File: src/hw/rtl/mouse_packet_decoder_macros.svh
// ----------------------------------------------------------------------------
// Assertion macros for the mouse packet decoder
// Concurrent checks that compile away when SYNTHESIS is defined.
// ----------------------------------------------------------------------------
`ifndef MOUSE_PACKET_DECODER_MACROS_SVH
`define MOUSE_PACKET_DECODER_MACROS_SVH

`ifndef SYNTHESIS

// same-cycle implication
`define MPD_ASSERT_IMP(lbl, clk, rst_n, ante, cons, msg) \
    lbl: assert property (@(posedge clk) disable iff (!rst_n) (ante) |-> (cons)) \
        else $error(msg);

// next-cycle implication
`define MPD_ASSERT_NXT(lbl, clk, rst_n, ante, cons, msg) \
    lbl: assert property (@(posedge clk) disable iff (!rst_n) (ante) |=> (cons)) \
        else $error(msg);

`else

`define MPD_ASSERT_IMP(lbl, clk, rst_n, ante, cons, msg)

`define MPD_ASSERT_NXT(lbl, clk, rst_n, ante, cons, msg)

`endif

`endif

File: src/hw/rtl/mpd_pkg.sv
// ----------------------------------------------------------------------------
// mpd_pkg
// Types and constants shared by the mouse packet decoder modules.
// ----------------------------------------------------------------------------
`default_nettype none

package mpd_pkg;

    localparam int unsigned POS_W = 32;

    localparam logic [7:0] MASK_ALWAYS_ONE = 8'h08;
    localparam logic [7:0] MASK_OVERFLOW   = 8'hC0;
    localparam logic [7:0] MASK_X_SIGN     = 8'h10;
    localparam logic [7:0] MASK_Y_SIGN     = 8'h20;
    localparam logic [7:0] MASK_BUTTONS    = 8'h07;

    localparam logic [3:0] SKIP_COUNT_RST  = 4'd3;

    // one completed three-byte packet
    typedef struct packed {
        logic       valid;
        logic [7:0] header;
        logic [7:0] x_byte;
        logic [7:0] y_byte;
    } t_packet;

endpackage

`default_nettype wire

File: src/hw/rtl/mpd_frame.sv
// ----------------------------------------------------------------------------
// mpd_frame
// Byte framer: header check, overflow skip and packet assembly.
// ----------------------------------------------------------------------------
`default_nettype none
`include "mouse_packet_decoder_macros.svh"

module mpd_frame import mpd_pkg::*; (
    input  logic       i_clk,
    input  logic       i_rst_n,
    input  logic       i_step,
    input  logic [7:0] i_byte,
    input  logic [3:0] i_skip_count,
    output t_packet    o_pkt
);

    typedef enum logic [1:0] {
        PH_HEADER,
        PH_X,
        PH_Y
    } t_phase;

    t_phase     r_phase,    n_phase;
    logic       r_skipping, n_skipping;
    logic [3:0] r_skip_cnt, n_skip_cnt;
    logic [7:0] r_header,   n_header;
    logic [7:0] r_x_byte,   n_x_byte;
    logic [3:0] skip_inc;

    assign skip_inc = r_skip_cnt + 4'd1;

    always_comb begin
        n_phase    = r_phase;
        n_skipping = r_skipping;
        n_skip_cnt = r_skip_cnt;
        n_header   = r_header;
        n_x_byte   = r_x_byte;
        o_pkt.valid  = 1'b0;
        o_pkt.header = r_header;
        o_pkt.x_byte = r_x_byte;
        o_pkt.y_byte = i_byte;
        if (i_step) begin
            if (r_skipping) begin
                // end the skip once the count reaches the current setting
                if (skip_inc >= i_skip_count) begin
                    n_skipping = 1'b0;
                    n_skip_cnt = 4'd0;
                end else begin
                    n_skip_cnt = skip_inc;
                end
            end else begin
                case (r_phase)
                    PH_HEADER: begin
                        if ((i_byte & MASK_ALWAYS_ONE) == 8'd0) begin
                            n_phase = PH_HEADER;
                        end else if ((i_byte & MASK_OVERFLOW) != 8'd0) begin
                            n_skipping = (i_skip_count != 4'd0);
                            n_skip_cnt = 4'd0;
                        end else begin
                            n_header = i_byte;
                            n_phase  = PH_X;
                        end
                    end
                    PH_X: begin
                        n_x_byte = i_byte;
                        n_phase  = PH_Y;
                    end
                    PH_Y: begin
                        o_pkt.valid = 1'b1;
                        n_phase     = PH_HEADER;
                    end
                    default: begin
                        n_phase = PH_HEADER;
                    end
                endcase
            end
        end
    end

    always_ff @(posedge i_clk) begin
        if (!i_rst_n) begin
            r_phase    <= PH_HEADER;
            r_skipping <= 1'b0;
            r_skip_cnt <= 4'd0;
        end else begin
            r_phase    <= n_phase;
            r_skipping <= n_skipping;
            r_skip_cnt <= n_skip_cnt;
        end
        r_header <= n_header;
        r_x_byte <= n_x_byte;
    end

    `MPD_ASSERT_IMP(a_skip_in_header, i_clk, i_rst_n, r_skipping, r_phase == PH_HEADER, "skip outside header phase")
    `MPD_ASSERT_IMP(a_pkt_on_y, i_clk, i_rst_n, o_pkt.valid, (r_phase == PH_Y) && i_step && !r_skipping, "packet emitted outside Y phase")

endmodule

`default_nettype wire

File: src/hw/rtl/mouse_packet_decoder.sv
// ----------------------------------------------------------------------------
// mouse_packet_decoder
// Decodes a three-byte pointing-device byte stream into position updates.
// ----------------------------------------------------------------------------
// Input channel: one raw mouse byte per beat on i_data_byte, i_in_valid with
// o_in_stall. Output channel: one beat per completed packet with position,
// deltas and buttons, o_out_valid with i_out_stall.
// A byte accepted lands in the input register; the Y byte of a packet then
// produces its result beat in the result register, visible on the outputs.
// One byte per cycle while the receiver does not stall. A byte is framed
// and the position adders run combinationally between the two registers.
// Headers, X bytes, dropped and skipped bytes yield no beat.
// Reset (synchronous, i_rst_n low) returns the framer to the header phase,
// clears the skip logic and zeroes both positions; skip_count returns to 3.
// When the receiver stalls, the result register holds its beat; one more
// byte can sit in the input register, after which o_in_stall rises until
// the result is taken. skip_count is written through i_cfg_we/i_cfg_wdata;
// the user writes it only while the block is idle; the block does not enforce this.
// ----------------------------------------------------------------------------
`default_nettype none
`include "mouse_packet_decoder_macros.svh"

module mouse_packet_decoder import mpd_pkg::*; (
    input  logic                    i_clk,
    input  logic                    i_rst_n,
    input  logic                    i_cfg_we,
    input  logic [3:0]              i_cfg_wdata,
    input  logic                    i_in_valid,
    output logic                    o_in_stall,
    input  logic [7:0]              i_data_byte,
    output logic                    o_out_valid,
    input  logic                    i_out_stall,
    output logic signed [POS_W-1:0] o_position_x,
    output logic signed [POS_W-1:0] o_position_y,
    output logic signed [8:0]       o_delta_x,
    output logic signed [9:0]       o_delta_y_screen,
    output logic [2:0]              o_button_bits
);

    logic [3:0]       r_skip_count;
    logic             r_in_valid;
    logic [7:0]       r_in_byte;
    logic             r_out_valid;
    logic [POS_W-1:0] r_accum_x, n_accum_x;
    logic [POS_W-1:0] r_accum_y, n_accum_y;
    logic [8:0]       r_dx;
    logic [9:0]       r_ndy;
    logic [2:0]       r_buttons;

    logic             advance;
    logic             step;
    t_packet          pkt;
    logic [8:0]       dx;
    logic [8:0]       dy;
    logic [9:0]       dy_ext;
    logic [9:0]       ndy;

    // the result slot is free, or its beat leaves this cycle
    assign advance    = !r_out_valid || !i_out_stall;
    assign step       = r_in_valid && advance;
    assign o_in_stall = r_in_valid && !advance;

    mpd_frame u_frame (
        .i_clk        (i_clk),
        .i_rst_n      (i_rst_n),
        .i_step       (step),
        .i_byte       (r_in_byte),
        .i_skip_count (r_skip_count),
        .o_pkt        (pkt)
    );

    always_comb begin
        dx        = {((pkt.header & MASK_X_SIGN) != 8'd0), pkt.x_byte};
        dy        = {((pkt.header & MASK_Y_SIGN) != 8'd0), pkt.y_byte};
        dy_ext    = {dy[8], dy};
        ndy       = (~dy_ext) + 10'd1;
        n_accum_x = r_accum_x + {{(POS_W-9){dx[8]}}, dx};
        n_accum_y = r_accum_y + {{(POS_W-10){ndy[9]}}, ndy};
    end

    always_ff @(posedge i_clk) begin
        if (!i_rst_n) begin
            r_skip_count <= SKIP_COUNT_RST;
            r_in_valid   <= 1'b0;
            r_out_valid  <= 1'b0;
            r_accum_x    <= '0;
            r_accum_y    <= '0;
        end else begin
            if (i_cfg_we) begin
                r_skip_count <= i_cfg_wdata;
            end
            if (!o_in_stall) begin
                r_in_valid <= i_in_valid;
            end
            if (advance) begin
                r_out_valid <= pkt.valid;
            end
            if (pkt.valid) begin
                r_accum_x <= n_accum_x;
                r_accum_y <= n_accum_y;
            end
        end
        if (i_in_valid && !o_in_stall) begin
            r_in_byte <= i_data_byte;
        end
        if (pkt.valid) begin
            r_dx      <= dx;
            r_ndy     <= ndy;
            r_buttons <= 3'(pkt.header & MASK_BUTTONS);
        end
    end

    assign o_out_valid      = r_out_valid;
    assign o_position_x     = r_accum_x;
    assign o_position_y     = r_accum_y;
    assign o_delta_x        = r_dx;
    assign o_delta_y_screen = r_ndy;
    assign o_button_bits    = r_buttons;

    `MPD_ASSERT_IMP(a_stall_only_when_full, i_clk, i_rst_n, o_in_stall, r_out_valid && i_out_stall && r_in_valid, "input stalled with free result slot")
    `MPD_ASSERT_NXT(a_pkt_to_result, i_clk, i_rst_n, pkt.valid, r_out_valid, "completed packet lost")
    `MPD_ASSERT_NXT(a_accept_loads, i_clk, i_rst_n, i_in_valid && !o_in_stall, r_in_valid, "accepted byte not captured")
    `MPD_ASSERT_IMP(a_pkt_needs_slot, i_clk, i_rst_n, pkt.valid, advance, "packet formed while result slot blocked")

endmodule

`default_nettype wire
File: config.mk
export PLATFORM = sky130hd
export DESIGN_NAME = mouse_packet_decoder
export DESIGN_NICKNAME = d
export VERILOG_FILES = /design/src/hw/rtl/mpd_pkg.sv /design/src/hw/rtl/mpd_frame.sv /design/src/hw/rtl/mouse_packet_decoder.sv
export VERILOG_INCLUDE_DIRS = /design/src /design/src/hw/rtl
export SDC_FILE = /design/constraint.sdc
export NUM_CORES = 1
export LEC_CHECK = 0
export BUFFER_PORTS_ARGS = -buffer_cell sky130_fd_sc_hd__clkbuf_2
export CAP_MARGIN = 20
export CELL_PAD_IN_SITES_DETAIL_PLACEMENT = 0
export CELL_PAD_IN_SITES_GLOBAL_PLACEMENT = 1
export CORE_MARGIN = 2
export CORE_UTILIZATION = 42
export DETAILED_ROUTE_END_ITERATION = 8
export GPL_TIMING_DRIVEN = 0
export PLACE_DENSITY = 0.83
export SLEW_MARGIN = 20
export SYNTH_ARGS = -nofsm -noshare
export SYNTH_HDL_FRONTEND = slang
export SYNTH_SLANG_ARGS = --single-unit
File: constraint.sdc
create_clock -name i_clk -period 9.2 [get_ports i_clk]
set_clock_uncertainty 0.15 [all_clocks]
set_input_delay 1.84 -clock i_clk [delete_from_list [all_inputs] [get_ports i_clk]]
set_output_delay 1.84 -clock i_clk [all_outputs]
set_load 0.005 [all_outputs]
==> results.md <==
* Clock latency at the later pin of the worst-skew pair at 0.42 ns
* Routability congestion estimate from global placement at 0.865
* Worst-case clock buffer depth at 2
* Type of element capturing the critical path: register
* Hold Path Depth at 0
* Leakage power of the design at 4.04 nW
* Number of buffers created by CTS at 17
* Routed wirelength normalized by instance count at 17.3 um
* Worst setup slack for register-to-register paths at 5.03 ns
* Tightest slew margin relative to the limit at 0.298
* Final net count at 1070
* Post-Syn Nets at 947
* Cells on worst reg2reg path at 13
* Largest fanout of any net on the critical path at 10
* Final count of hold timing violations at 0
* DRT antenna net count at 0
* Total via count after detailed routing at 6799
* Top-Level Pins at 105
* Hold Crit Class: register to register
* First-pass GRT wire length at 33400 um
* Total global routing overflow at 0
* Pin count of the biggest net entering global routing at 29
* Setup bufs post-CTS at 0
* Seq/Total Area, Yosys at 0.369
* Slew @ Worst Pin at 1.05 ns
* Max-capacitance violation count at 0
* Resized Gates After CTS at 0
* Number of warnings printed during yosys synthesis at 0
* Number of vias per cell after detailed routing at 5.56
* Power density over the cells at 140 nW/um2
* Total of flip-flops plus latches after synthesis at 120
* Final setup violation count at 0
* Initial cell density of the core at 0.427
* CTS root buf: sky130_fd_sc_hd__clkbuf_16
* Post-synthesis cell area at 7670 um2
* CTS tree: done
* Core box area at 18000 um2
* Number of inserted filler cells in the final layout at 1714
* Share of synthesized flip-flops with an asynchronous set or reset at 0
* # clock sinks at 120
* Critical Path Start Type: input port
* Number of design-rule violations left by the first detailed-router iteration at 372
* Layout overhead on the synthesized area at 18.5%
* Setup repair after global routing missed its margin: false
* Met1 usage at 0.286
* Grt met3 use at 0.0363
* Worst-path clk slew at 0.06 ns
* Cell chain of the critical path: clkbuf_2, nand2_1, and2_1, nor2b_1, nand3b_1, inv_1, clkbuf_1, buf_1, nand2_1, o211a_1
* Die Width at 139 um
* Per-instance average area after synthesis at 8.95 um2
* Antenna violations before repair at 0
* Share of layout cells above drive strength 1 at 0.150
* Status: finished clean
* Share of the cycle needed by the critical path after routing at 0.469
* CTS Hold Bufs at 0
* Count of mapped cells out of synthesis at 857
* Prevailing post-synth register cell: sky130_fd_sc_hd__dfxtp_1
* Highest Clock Rate at 0.232 GHz
* Peak supply drop at 0.000136 V
* H-tree levels at 4
* Wire length after detailed routing at 21100 um
* Library cell occupying the most area in the post-synthesis netlist: sky130_fd_sc_hd__dfxtp_1
* Data required, critical path at 9.37 ns
* Global Route met2 Usage at 0.359
* Most common library cell in the layout ignoring fill and taps: sky130_fd_sc_hd__nand2_1
* Main area contributors after synthesis: sky130_fd_sc_hd__dfxtp_1 20%, sky130_fd_sc_hd__edfxtp_1 17%, sky130_fd_sc_hd__ha_1 12%, sky130_fd_sc_hd__nand2_1 5.4%, sky130_fd_sc_hd__a21oi_1 4.1%
* Most frequent cells in the layout: 110 x sky130_fd_sc_hd__nand2_1, 103 x sky130_fd_sc_hd__clkbuf_2, 77 x sky130_fd_sc_hd__dfxtp_1, 71 x sky130_fd_sc_hd__ha_1, 63 x sky130_fd_sc_hd__a21oi_1
* Layer with the highest usage: met2
* Data arrival at the endpoint of the critical path at 4.49 ns
* Number of enable flip-flop cells after synthesis at 43
* Number of pins with negative max-slew slack in the final report at 0
* Post-synth top area share at 0.201
* Crit path max-delay cell type: sky130_fd_sc_hd__buf_1
* Diode count at 0
* Sum of net half-perimeters after detailed placement at 15500 um
* Final sum of negative setup slack at 0 ns
* Critical path's largest stage delay at 0.57 ns
* Number of rows created at floorplan at 49
* First drt pass iteration count at 5
* Top cell by count, worst path: sky130_fd_sc_hd__nand2_1
* Library cells used by synthesis at 67
* Number of global-route vias before repair at 6578
* Residual DRC count at 0
* Die area at 19400 um2
* IO buf count at 102
* Power consumption at 1.27 mW
* Die extent in y at 139 um
* Setup CP Type: input port to register
* Gr usage total at 0.216
* Minimum clock period after layout at 4.32 ns
[cell families (layout without fill, tap and decap cells)]
| kind of cell | after synthesis | after routing | share of synthesized area |
|---|---|---|---|
| compound gates | 258 | 258 | 0.222 |
| xor+xnor | 52 | 52 | 0.0594 |
| fa+ha+maj | 73 | 73 | 0.121 |
| buf+inv | 58 | 194 | 0.0285 |
| flops | 120 | 120 | 0.369 |
| mux | 5 | 5 | 0.00669 |
| simple gates | 291 | 291 | 0.193 |
[worst max-delay path: cells and delay by family]
kind / cells / cell delay (ns)
buffers and inverters: 4 / 1.41
AOI/OAI and AO/OA: 1 / 0.17
and+or+nand+nor: 5 / 1.08
[path summary, 6_finish.rpt]
kind | from | end
worst max-delay path | i_out_stall | o_position_y[13]$_SDFFE_PN0P_
worst min-delay path | u_frame.r_header[2]$_DFFE_PP_ | o_button_bits[2]$_DFFE_PP_
worst max register to register | r_in_byte[4]$_DFFE_PP_ | o_position_y[29]$_SDFFE_PN0P_
worst min register to register | u_frame.r_header[2]$_DFFE_PP_ | o_button_bits[2]$_DFFE_PP_
[synthesized netlist by cell type, types with 2 or more instances]
master / count
sky130_fd_sc_hd__nand2_1: 110
sky130_fd_sc_hd__dfxtp_1: 77
sky130_fd_sc_hd__ha_1: 71
sky130_fd_sc_hd__a21oi_1: 63
sky130_fd_sc_hd__o21ai_0: 56
sky130_fd_sc_hd__edfxtp_1: 43
sky130_fd_sc_hd__nand3_1: 34
sky130_fd_sc_hd__and2_1: 29
sky130_fd_sc_hd__clkbuf_1: 29
sky130_fd_sc_hd__a21o_1: 28
sky130_fd_sc_hd__xnor2_1: 28
sky130_fd_sc_hd__inv_1: 27
sky130_fd_sc_hd__nor2_1: 26
sky130_fd_sc_hd__xor2_1: 24
sky130_fd_sc_hd__a21boi_0: 22
sky130_fd_sc_hd__nor2b_1: 13
sky130_fd_sc_hd__nand2b_1: 12
sky130_fd_sc_hd__nand4_1: 12
sky130_fd_sc_hd__a31oi_1: 11
sky130_fd_sc_hd__o21bai_1: 11
sky130_fd_sc_hd__and3_1: 9
sky130_fd_sc_hd__nor3b_1: 9
sky130_fd_sc_hd__o211ai_1: 9
sky130_fd_sc_hd__nand3b_1: 8
sky130_fd_sc_hd__nor3_1: 8
sky130_fd_sc_hd__o211a_1: 7
sky130_fd_sc_hd__a211o_1: 6
sky130_fd_sc_hd__o21a_1: 6
sky130_fd_sc_hd__nand4b_1: 5
sky130_fd_sc_hd__o21ai_1: 5
sky130_fd_sc_hd__or3_1: 5
sky130_fd_sc_hd__a211oi_1: 4
sky130_fd_sc_hd__mux2i_1: 4
sky130_fd_sc_hd__a21boi_1: 3
sky130_fd_sc_hd__a311o_1: 3
sky130_fd_sc_hd__nor4_1: 3
sky130_fd_sc_hd__o31a_1: 3
sky130_fd_sc_hd__a311oi_2: 2
sky130_fd_sc_hd__and4_1: 2
sky130_fd_sc_hd__fa_1: 2
sky130_fd_sc_hd__or4_1: 2
[where the power goes]
group          leakage (nW)  internal (mW)  total, mW  switching (mW)
logic                  2.75         0.0227     0.0597          0.0370
clock network         0.277          0.378      0.647           0.269
registers              1.01          0.555      0.563         0.00716
[flip-flops by register name, summed over array words and instances (netlist names)]
register	flops
u_frame.r_skipping	1
u_frame.r_phase	2
u_frame.r_x_byte	8
o_position_x	32
r_in_valid	1
u_frame.r_header	5
o_position_y	32
r_skip_count	4
o_delta_x	9
r_in_byte	8
o_button_bits	3
u_frame.r_skip_cnt	4
o_out_valid	1
o_delta_y_screen	10
[layout make-up]
type | count | area [um2] | area share
Multi-Input combinational cell | 679 | 4640 | 0.510
Timing Repair Buffer | 104 | 546 | 0.0600
Sequential cell | 120 | 2830 | 0.312
Clock buffer | 18 | 429 | 0.0472
Buffer | 31 | 119 | 0.0131
Tap cell | 229 | 287 | 0.0315
Inverter | 27 | 101 | 0.0111
Clock inverter | 14 | 139 | 0.0153
[routing by layer]
layer | part of all wire | up-vias | routed length [um]
met3 | 0.048 | 30 | 1010
met1 | 0.47 | 3201 | 9900
li1 | - | 3395 | -
met5 | 0 | - | 0
met2 | 0.46 | 173 | 9790
met4 | 0.018 | 0 | 378
[stage by stage]
stage                     utilization  instances  hold WS [ns]  setup slack, ns  area [um2]
final                           0.506       1222         0.273             4.88        9090
after global routing            0.506       1222         0.282             4.70        9090
after CTS                       0.506       1222         0.275             4.96        9090
after detailed placement        0.475       1190         0.258             4.54        8530
after global placement          0.471       1188         0.254             3.54        8470
after floorplan                     -        857         0.250             4.93        7670
No activity file was read; power rests on OpenSTA's default activity.
